==> config.mk <==
export PLATFORM = sky130hd
export DESIGN_NAME = pixel_percent_fade_16bit_top
export DESIGN_NICKNAME = d
export VERILOG_FILES = /design/src/rtl/pxf_pkg.sv /design/src/rtl/pixel_percent_fade_16bit_top.sv /design/src/rtl/pxf_chan.sv
export VERILOG_INCLUDE_DIRS = /design/src /design/src/rtl
export SDC_FILE = /design/constraint.sdc
export NUM_CORES = 2
export LEC_CHECK = 0
export ABC_AREA = 1
export BUFFER_PORTS_ARGS = -buffer_cell sky130_fd_sc_hd__buf_2
export CAP_MARGIN = 15
export CORE_MARGIN = 1
export CORE_UTILIZATION = 30
export CTS_CLUSTER_DIAMETER = 200
export DETAILED_ROUTE_END_ITERATION = 16
export GPL_TIMING_DRIVEN = 0
export PLACE_DENSITY = 0.52
export SLEW_MARGIN = 20
export SYNTH_ARGS = -nofsm -noshare
export SYNTH_HDL_FRONTEND = slang
export SYNTH_HIERARCHICAL = 1
export SYNTH_SLANG_ARGS = --single-unit
==> constraint.sdc <==
create_clock -name clk -period 20.8 [get_ports clk]
set_input_delay 3.12 -clock clk [delete_from_list [all_inputs] [get_ports clk]]
set_output_delay 3.12 -clock clk [all_outputs]
set_load 0.005 [all_outputs]
==> src/rtl/pixel_percent_fade_16bit_top_assert.svh <==
// ----------------------------------------------------------------------------
// Assertion macros for pixel_percent_fade_16bit_top
// Shorthands for clocked concurrent checks, with and without reset masking.
// ----------------------------------------------------------------------------
`ifndef PIXEL_PERCENT_FADE_16BIT_TOP_ASSERT_SVH
`define PIXEL_PERCENT_FADE_16BIT_TOP_ASSERT_SVH

// check outside of reset
`define PXF_ASSERT(lbl, prop, msg) \
  lbl: assert property (@(posedge clk) disable iff (rst) prop) else $error(msg);

// check that also holds across reset
`define PXF_ASSERT_RST(lbl, prop, msg) \
  lbl: assert property (@(posedge clk) prop) else $error(msg);

`endif

==> src/rtl/pxf_pkg.sv <==
// ----------------------------------------------------------------------------
// pxf_pkg
// Types, register map and constants of the percent fade pixel block.
// ----------------------------------------------------------------------------
package pxf_pkg;

  // register word index (byte address / 4)
  localparam logic [2:0] REG_RED_PCT   = 3'd0;
  localparam logic [2:0] REG_GREEN_PCT = 3'd1;
  localparam logic [2:0] REG_BLUE_PCT  = 3'd2;
  localparam logic [2:0] REG_RED_POS   = 3'd3;
  localparam logic [2:0] REG_GREEN_POS = 3'd4;
  localparam logic [2:0] REG_BLUE_POS  = 3'd5;
  localparam logic [2:0] REG_LOSSES    = 3'd6;

  localparam logic [7:0] PCT_RESET    = 8'd100;
  localparam logic [3:0] RED_POS_RST  = 4'd11;
  localparam logic [3:0] GRN_POS_RST  = 4'd5;
  localparam logic [3:0] BLU_POS_RST  = 4'd0;
  localparam logic [8:0] LOSSES_RESET = 9'd211;

  localparam logic [7:0] PCT_UNITY = 8'd100;
  localparam logic [7:0] PCT_MAX   = 8'd200;

  // floor(n / 100) = (n * 5243) >> 19, exact for n < 43690
  localparam logic [12:0] DIV100_MUL   = 13'd5243;
  localparam int          DIV100_SHIFT = 19;

  typedef struct packed {
    logic [7:0] pct;
    logic [3:0] pos;
    logic [2:0] loss;
  } chan_cfg_t;

endpackage

==> src/rtl/pixel_percent_fade_16bit_top.sv <==
// ----------------------------------------------------------------------------
// pixel_percent_fade_16bit_top
// Per-channel percent fade of a 16-bit packed RGB pixel stream.
// ----------------------------------------------------------------------------
// Takes one pixel word per clock and returns one faded word per clock
// unless stalled; each word passes the input register, the fade product
// register and the output register in turn, with the 8x8 fade product and the
// divide-by-100 reciprocal multiply each in a stage of their own. Stalls
// back up through the stages without losing a slot. Channel percents (0
// black, 100 unchanged, 200 white, larger saturates), field positions and
// bit losses are set over the APB port, at byte addresses 0x00..0x18, and
// must only be changed while the pipe is empty.
`include "pixel_percent_fade_16bit_top_assert.svh"

module pixel_percent_fade_16bit_top (
  input  logic        clk,
  input  logic        rst,
  input  logic        psel,
  input  logic        penable,
  input  logic        pwrite,
  input  logic [4:0]  paddr,
  input  logic [31:0] pwdata,
  output logic [31:0] prdata,
  output logic        pready,
  input  logic        in_valid,
  output logic        in_stall,
  input  logic [15:0] in_pixel,
  output logic        out_valid,
  input  logic        out_stall,
  output logic [15:0] out_pixel
);

  logic [7:0] red_percent;
  logic [7:0] green_percent;
  logic [7:0] blue_percent;
  logic [3:0] red_position;
  logic [3:0] green_position;
  logic [3:0] blue_position;
  logic [8:0] channel_losses;

  logic       wr_en;
  logic [2:0] reg_idx;

  pxf_pkg::chan_cfg_t red_cfg;
  pxf_pkg::chan_cfg_t green_cfg;
  pxf_pkg::chan_cfg_t blue_cfg;

  logic        a_valid;
  logic [15:0] a_pixel;
  logic        b_valid;
  logic        a_free;
  logic        b_free;
  logic        c_move;
  logic        load_b;
  logic        load_c;

  logic [15:0] red_val;
  logic [15:0] green_val;
  logic [15:0] blue_val;

  // ---------------- config port ----------------
  assign pready  = 1'b1;
  assign wr_en   = psel && penable && pwrite && pready;
  assign reg_idx = paddr[4:2];

  always_ff @(posedge clk) begin
    if (rst) begin
      red_percent    <= pxf_pkg::PCT_RESET;
      green_percent  <= pxf_pkg::PCT_RESET;
      blue_percent   <= pxf_pkg::PCT_RESET;
      red_position   <= pxf_pkg::RED_POS_RST;
      green_position <= pxf_pkg::GRN_POS_RST;
      blue_position  <= pxf_pkg::BLU_POS_RST;
      channel_losses <= pxf_pkg::LOSSES_RESET;
    end else if (wr_en) begin
      unique case (reg_idx)
        pxf_pkg::REG_RED_PCT:   red_percent    <= pwdata[7:0];
        pxf_pkg::REG_GREEN_PCT: green_percent  <= pwdata[7:0];
        pxf_pkg::REG_BLUE_PCT:  blue_percent   <= pwdata[7:0];
        pxf_pkg::REG_RED_POS:   red_position   <= pwdata[3:0];
        pxf_pkg::REG_GREEN_POS: green_position <= pwdata[3:0];
        pxf_pkg::REG_BLUE_POS:  blue_position  <= pwdata[3:0];
        pxf_pkg::REG_LOSSES:    channel_losses <= pwdata[8:0];
        default: ;
      endcase
    end
  end

  always_comb begin
    unique case (reg_idx)
      pxf_pkg::REG_RED_PCT:   prdata = {24'd0, red_percent};
      pxf_pkg::REG_GREEN_PCT: prdata = {24'd0, green_percent};
      pxf_pkg::REG_BLUE_PCT:  prdata = {24'd0, blue_percent};
      pxf_pkg::REG_RED_POS:   prdata = {28'd0, red_position};
      pxf_pkg::REG_GREEN_POS: prdata = {28'd0, green_position};
      pxf_pkg::REG_BLUE_POS:  prdata = {28'd0, blue_position};
      pxf_pkg::REG_LOSSES:    prdata = {23'd0, channel_losses};
      default:                prdata = 32'd0;
    endcase
  end

  assign red_cfg   = '{pct: red_percent,   pos: red_position,   loss: channel_losses[8:6]};
  assign green_cfg = '{pct: green_percent, pos: green_position, loss: channel_losses[5:3]};
  assign blue_cfg  = '{pct: blue_percent,  pos: blue_position,  loss: channel_losses[2:0]};

  // ---------------- pipe control ----------------
  assign c_move   = !out_valid || !out_stall;
  assign b_free   = !b_valid || c_move;
  assign a_free   = !a_valid || b_free;
  assign in_stall = !a_free;
  assign load_b   = a_valid && b_free;
  assign load_c   = b_valid && c_move;

  always_ff @(posedge clk) begin
    if (rst) begin
      a_valid   <= 1'b0;
      b_valid   <= 1'b0;
      out_valid <= 1'b0;
    end else begin
      if (a_free) a_valid <= in_valid;
      if (b_free) b_valid <= a_valid;
      if (c_move) out_valid <= b_valid;
    end
  end

  always_ff @(posedge clk) begin
    if (in_valid && a_free) begin
      a_pixel <= in_pixel;
    end
  end

  // ---------------- channels ----------------
  pxf_chan u_red (
    .clk        (clk),
    .load       (load_b),
    .pixel      (a_pixel),
    .cfg        (red_cfg),
    .packed_val (red_val)
  );

  pxf_chan u_green (
    .clk        (clk),
    .load       (load_b),
    .pixel      (a_pixel),
    .cfg        (green_cfg),
    .packed_val (green_val)
  );

  pxf_chan u_blue (
    .clk        (clk),
    .load       (load_b),
    .pixel      (a_pixel),
    .cfg        (blue_cfg),
    .packed_val (blue_val)
  );

  always_ff @(posedge clk) begin
    if (load_c) begin
      out_pixel <= red_val | green_val | blue_val;
    end
  end

  // ---------------- checks ----------------
  `PXF_ASSERT(stall_only_full, in_stall |-> (a_valid && b_valid && out_valid), "input stalled with a free stage")
  `PXF_ASSERT(mid_word_kept, (b_valid && out_valid && out_stall) |=> b_valid, "word lost from product stage")
  `PXF_ASSERT_RST(reset_empties, rst |=> (!out_valid && !b_valid && !a_valid), "pipe not empty")

endmodule

==> src/rtl/pxf_chan.sv <==
// ----------------------------------------------------------------------------
// pxf_chan
// One color channel: unpack, fade product (registered), divide by 100 and
// repack. The repacked value is combinational off the product register.
// ----------------------------------------------------------------------------
module pxf_chan (
  input  logic              clk,
  input  logic              load,
  input  logic [15:0]       pixel,
  input  pxf_pkg::chan_cfg_t cfg,
  output logic [15:0]       packed_val
);

  logic [15:0] field16;
  logic [7:0]  mask;
  logic [7:0]  field;
  logic [7:0]  comp;
  logic [7:0]  c;
  logic [7:0]  p;
  logic        hi;
  logic [7:0]  mul_a;
  logic [7:0]  mul_b;
  logic [15:0] prod;

  logic [14:0] n;
  logic [7:0]  c_hold;
  logic        hi_hold;

  logic [27:0] recip;
  logic [7:0]  q;
  logic [7:0]  v;
  logic [7:0]  v_shr;

  // stage 1: component, saturated percent, one 8x8 product
  assign field16 = pixel >> cfg.pos;
  assign mask    = 8'hFF >> cfg.loss;
  assign field   = field16[7:0] & mask;
  assign comp    = field << cfg.loss;
  assign c       = {comp[7:3], 3'b111};
  assign p       = (cfg.pct > pxf_pkg::PCT_MAX) ? pxf_pkg::PCT_MAX : cfg.pct;
  assign hi      = p > pxf_pkg::PCT_UNITY;
  // above unity: fade toward white, (255-c) is ~c
  assign mul_a   = hi ? ~c : c;
  assign mul_b   = hi ? (p - pxf_pkg::PCT_UNITY) : p;
  assign prod    = mul_a * mul_b;

  always_ff @(posedge clk) begin
    if (load) begin
      n       <= prod[14:0];
      c_hold  <= c;
      hi_hold <= hi;
    end
  end

  // stage 2: divide by 100, add back, repack
  assign recip      = {13'd0, n} * {15'd0, pxf_pkg::DIV100_MUL};
  assign q          = recip[pxf_pkg::DIV100_SHIFT +: 8];
  assign v          = hi_hold ? (c_hold + q) : q;
  assign v_shr      = v >> cfg.loss;
  assign packed_val = {8'd0, v_shr} << cfg.pos;

endmodule
* Word level (Yosys, flattened, before mapping)
Index checks and enable logic that the tools add are counted.
** Storage, ports and cells
- Register bits :: 143
- Bits in latches :: 0
- Memory bits (writable) :: 0
- ROM bits :: 0
- Input port bits :: 60
- Logic and storage cells :: 102
- Memories kept :: 0
** Operators by class
- Add/subtract/negate cells :: 6
- $mul :: 6
- Divide/modulo/power cells :: 0
- Magnitude comparators :: 6
- Equality and inequality tests :: 6
- Shifts and indexed selects :: 15
- Mux-type cells :: 13
- Bitwise operators :: 8
- Reductions and logical operators :: 21
** Operators with widths (number)
- 8-bit two-way mux :: 12
- 15-bit by 13-bit multiplier with 27-bit output (second input constant) :: 3
- 9-bit one-hot mux with 7 select lines :: 1
- 8-bit by 4-bit left shift with 16-bit output :: 3
- 16-bit by 4-bit >> shifter with 8-bit output :: 3
- 8-bit by 8-bit multiplier with 15-bit output :: 3
- 16-bit OR :: 2
- 8-bit adder :: 3
- 8-bit bitwise AND :: 3
- 8-bit by 7-bit > comparator with 1-bit output (second input constant) :: 3
- 8-bit > comparator (second input constant) :: 3
- 8-bit NOT :: 3
- 8-bit by 3-bit left shift with 8-bit output :: 3
- 8-bit by 3-bit >> shifter with 8-bit output :: 3
- 8-bit by 3-bit >> shifter with 8-bit output (first input constant) :: 3
- 8-bit by 7-bit subtractor with 8-bit output (second input constant) :: 3
- 2-bit AND reduction :: 7
- 3-bit == test (second input constant) :: 3
- 3-bit by 2-bit == test with 1-bit output (second input constant) :: 2
- 1-bit logical AND :: 5
- 1-bit logical NOT :: 5
- 3-bit by 1-bit == test with 1-bit output (second input constant) :: 1
- 3-bit logical NOT :: 1
- 1-bit logical OR :: 3

* Depth between registers and ports, before layout
- Word-level depth :: 7
- Gate-level depth with buffers :: 45
- Gate-level depth less buffers :: 45

* Hierarchy
The synthesis kept the hierarchy.
** By module, submodules not included
- pxf_chan (u_red) :: instances 1, cells each 1176, area an instance 8654.6 µm², seq. area each 630.6 µm²
- pxf_chan (u_green) :: instances 1, cells each 1156, area an instance 8593.2 µm², seq. area each 630.6 µm²
- pxf_chan (u_blue) :: instances 1, cells each 1137, area an instance 8521.9 µm², seq. area each 630.6 µm²
- pixel_percent_fade_16bit_top :: instances 1, cells each 450, area an instance 3702.3 µm², seq. area each 1921.8 µm²

* Least setup slack after synthesis
Ideal clock, no wire load.
- Kind :: input to output
- From :: in paddr[3]
- To :: out prdata[4]
- Arrival :: 3831 ps
- Slack :: 13849 ps
- Cell stages on the path :: 8
- Path buffers :: 1
- Cells stage by stage :: buf_4 > inv_4 > nand2_2 > nor2_4 > nand2_1 > nand2_1 > inv_1 > nand2_1
** Between the ends
- Longest elaborated chain between the ends :: 2
- Elaborated cells between the ends (all ways) :: 8
** Ends and longest elaborated chain
- start: declaration :: line pixel_percent_fade_16bit_top.sv:21 : input logic [4:0] paddr,
- 3-bit == test (tied with other cells) :: line pixel_percent_fade_16bit_top.sv:90 : unique case (reg_idx)
- 9-bit one-hot mux with 7 select lines (*) :: line pixel_percent_fade_16bit_top.sv:90
- end: declaration :: line pixel_percent_fade_16bit_top.sv:23 : output logic [31:0] prdata,
Mark *: on every way between the ends. The rest lies on a longest branch, timed or not.

* Worst setup path in the final report
- From :: reg u_red.n[8]
- To :: reg out_pixel[13], data pin
** Between the ends
- Longest elaborated chain between the ends :: 7
** Ends and longest elaborated chain
- start: declaration :: line pxf_chan.sv:25 : logic [14:0] n;
- start signal: assignment :: line pxf_chan.sv:49 : n <= prod[14:0];
- 15-bit by 13-bit multiplier with 27-bit output (*) :: line pxf_chan.sv:56 : assign recip = {13'd0, n} * {15'd0, pxf_pkg::DIV100_MUL};
- 8-bit adder :: line pxf_chan.sv:58 : assign v = hi_hold ? (c_hold + q) : q;
- 8-bit two-way mux (*) :: line pxf_chan.sv:58
- 8-bit by 3-bit >> shifter with 8-bit output (*) :: line pxf_chan.sv:59 : assign v_shr = v >> cfg.loss;
- 8-bit by 4-bit left shift with 16-bit output (*) :: line pxf_chan.sv:60 : assign packed_val = {8'd0, v_shr} << cfg.pos;
- named net red_val[13] :: line pixel_percent_fade_16bit_top.sv:57 : logic [15:0] red_val;
- 16-bit OR (*) (2 in series) :: line pixel_percent_fade_16bit_top.sv:159 : out_pixel <= red_val | green_val | blue_val;
- end signal: assignment :: line pixel_percent_fade_16bit_top.sv:159
- end: declaration :: line pixel_percent_fade_16bit_top.sv:30 : output logic [15:0] out_pixel
Mark *: on every way through the listed nets, which the timed path passes. The rest lies on a longest branch.
A chain may end at the register's enable or synchronous reset.

==> impl_metrics.json <==
{
  "grt_overflow": 0,
  "holdCritStartpoint": "a_valid",
  "placed_cell_area_mm2": 0.0315,
  "core_area_mm2": 0.0970,
  "ios": 111,
  "worstMarginPinSlew_ps": 827,
  "ys.warnings.count": 6,
  "hold_buffers": 0,
  "max-slew-margin-rel_pct": 44.8,
  "rsz0062_at_grt": "false",
  "period_needed_ps": 7630,
  "path_depth": 36,
  "cp.arrival_ps": 7860,
  "drc": 0,
  "drt-pass1-iter-count": 5,
  "start_util_pct": 30.4,
  "critPathMaxFanout": 6,
  "pre_cts_slack_ps": 13170,
  "reg2reg_depth": 36,
  "h-tree-depth": 4,
  "grt.total_usage_pct": 16.3,
  "synth_top_flop_cell": "edfxtp_1",
  "ant_nets": 0,
  "insertion_delay_ps": 490,
  "fp.dieH_um": 315,
  "cts_root_buf": "clkbuf_16",
  "grt_pass1_wl_mm": 129,
  "first_iter_violations": 1469,
  "cap_violations": 0,
  "grt_pass1_vias": 24500,
  "dieArea_mm2": 0.0995,
  "fin_area_mm2": 0.0321,
  "max_clock_freq_mhz": 131,
  "postCtsResizedCells": 0,
  "critPathTopFamily": "adder cells",
  "yosys.area.top_type_share_pct": 21.0,
  "critPathLaunchType": "register",
  "io_buffers": 60,
  "r2r_slack_ps": 13170,
  "cts_buffers": 17,
  "dp_hpwl_mm": 67.2,
  "crit_required_ps": 21030,
  "hold_viol": 0,
  "finClkSkew_ps": 14.0,
  "gp_congestion": 0.904,
  "whs_path_depth": 2,
  "ys_seq_area_share_pct": 12.9,
  "cts_max_path_buffers": 2,
  "post_synth.cell_area_avg_um2": 7.52,
  "fp.dieW_um": 315,
  "vias": 24600,
  "cts_sinks": 143,
  "cts_tree": "built",
  "syn_to_final_growth_pct": 8.97,
  "synth-seq-cells": 143,
  "outcome": "completed",
  "wl_mm": 77.8,
  "drive_above_1_share_pct": 9.73,
  "final_nets": 4817,
  "min_path_type": "register to register",
  "clkTransAtPathRegs_ps": 70,
  "holdPathEnd": "b_valid",
  "critPathKind": "register to register",
  "setup_viol_count_final": 0,
  "layout_commonest_cell": "nand2_1",
  "r2r_start": "u_red/n[8]",
  "antenna_found_initial": 7,
  "rows": 114,
  "crit_buf_inv": 6,
  "synth_area_mm2": 0.0295,
  "r2r-end": "out_pixel[13]",
  "min_period_over_period_pct": 36.7,
  "synth_cell_type_count": 69,
  "routedWlPerCell_um": 14.6,
  "synth_top_area_cell": "fa_1",
  "endpoint_kind": "register",
  "path_common_cell": "nand2_1",
  "maxSlewViolCount": 0,
  "viasPerCell": 4.63,
  "synth_edf_count": 95,
  "final_cell_mix": "894 x nand2_1, 764 x inv_1, 420 x ha_1, 309 x fa_1, 292 x nor2_1",
  "slowest_delay_ps": 600,
  "synth.area.top_cells": "fa_1 21%, ha_1 18%, nand2_1 11%",
  "grt_max_degree": 43,
  "cts_setup_buffers": 0,
  "timing.setup.tns_ps": 0,
  "setup_ws_ps": 13170,
  "netlist_instances": 3919,
  "async_flop_share_pct": 0,
  "slowest_stage": "edfxtp_1"
}
==> worst reg2reg max path: cells and delay by family, from the launching register on <==
family,cells,cell delay (ps)
buffers and inverters,6,370
and+or+nand+nor,19,2490
adders and majority gates,7,3020
AOI/OAI and AO/OA,4,910
DFF,1,600
==> worst max-delay path by stage <==
stage / start / to / slack, ps
4_1_cts: u_red/n[8] / out_pixel[14] / 13150
3_5_place_dp: u_red/n[8] / out_pixel[14] / 13170
3_3_place_gp: u_red/n[8] / out_pixel[13] / 13210
5_1_grt: u_red/n[12] / out_pixel[13] / 12610
2_1_floorplan: paddr[3] / prdata[4] / 13850
6_report: u_red/n[8] / out_pixel[13] / 13170
==> metrics by stage <==
stage	cells	hold WS (ps)	utilization, %
3_3_place_gp	5283	461	32.4
5_1_grt	5318	491	33.1
3_5_place_dp	5285	475	32.5
6_report	5318	477	33.1
4_1_cts	5317	480	33.1
2_1_floorplan	3947	445	-
==> kinds of logic after synthesis <==
kind of cell	Yosys count	share of synthesized area [%]
and+or+nand+nor	1714	26.1
buffers and inverters	911	12.6
adders and majority gates	729	38.8
AOI/OAI and AO/OA	332	6.70
DFF	143	12.9
xor gates and xnor gates	79	2.56
muxes	6	0.204
other	5	0.0637
==> registers in the layout (all words and copies together), names as in the netlist <==
name             cells
a_pixel             16
a_valid              1
b_valid              1
blue_percent         8
blue_position        4
channel_losses       9
green_percent        8
green_position       4
out_pixel           16
out_valid            1
red_percent          8
red_position         4
u_blue/c_hold        5
u_blue/hi_hold       1
u_blue/n            15
u_green/c_hold       5
u_green/hi_hold      1
u_green/n           15
u_red/c_hold         5
u_red/hi_hold        1
u_red/n             15
==> synthesized netlist by cell type, types with 5 or more instances <==
cell and count:
conb_1 5, nor4_1 5, o22ai_1 15, nor2_2 16, buf_6 11, inv_1 765
or3_1 16, a211oi_1 7, a31oi_1 10, xor2_1 43, a21oi_1 113, inv_2 42
or2_1 6, nor2_4 14, o21ai_1 36, edfxtp_1 95, nand3_1 284, a21o_1 9
buf_4 38, o21bai_1 8, ha_1 420, o211ai_1 9, fa_1 309, nand2_2 45
mux2i_1 6, clkbuf_1 7, nand2_4 8, o21ai_0 78, o221ai_1 8, nand3_2 41
xnor2_1 29, nor2_1 294, o21ai_2 10, buf_2 37, nand4_1 54, dfxtp_1 48
nand2_1 894, nor3_1 18, xor2_2 6
==> final cells by class <==
cell class	instances	area (µm²)
multi-input combinational	2893	22100
inverter	814	3060
tap	1276	1600
clock buffer	19	475
antenna	1	2.50
fill	10600	64900
buffer	97	639
clock inverter	13	114
sequential	143	3810
timing repair buffer	62	343
==> metal layers <==
metal	global-route usage, %	share of wire, %	vias to the layer above
met5	0	0.014	-
met4	4.39	2.1	2
met3	1.73	3.7	84
met2	26.3	45	453
met1	22.9	49	11500
li1	-	-	12600
Power is not shown: default switching activity piles up to over one toggle a cycle in this logic, so the estimate is an artifact.
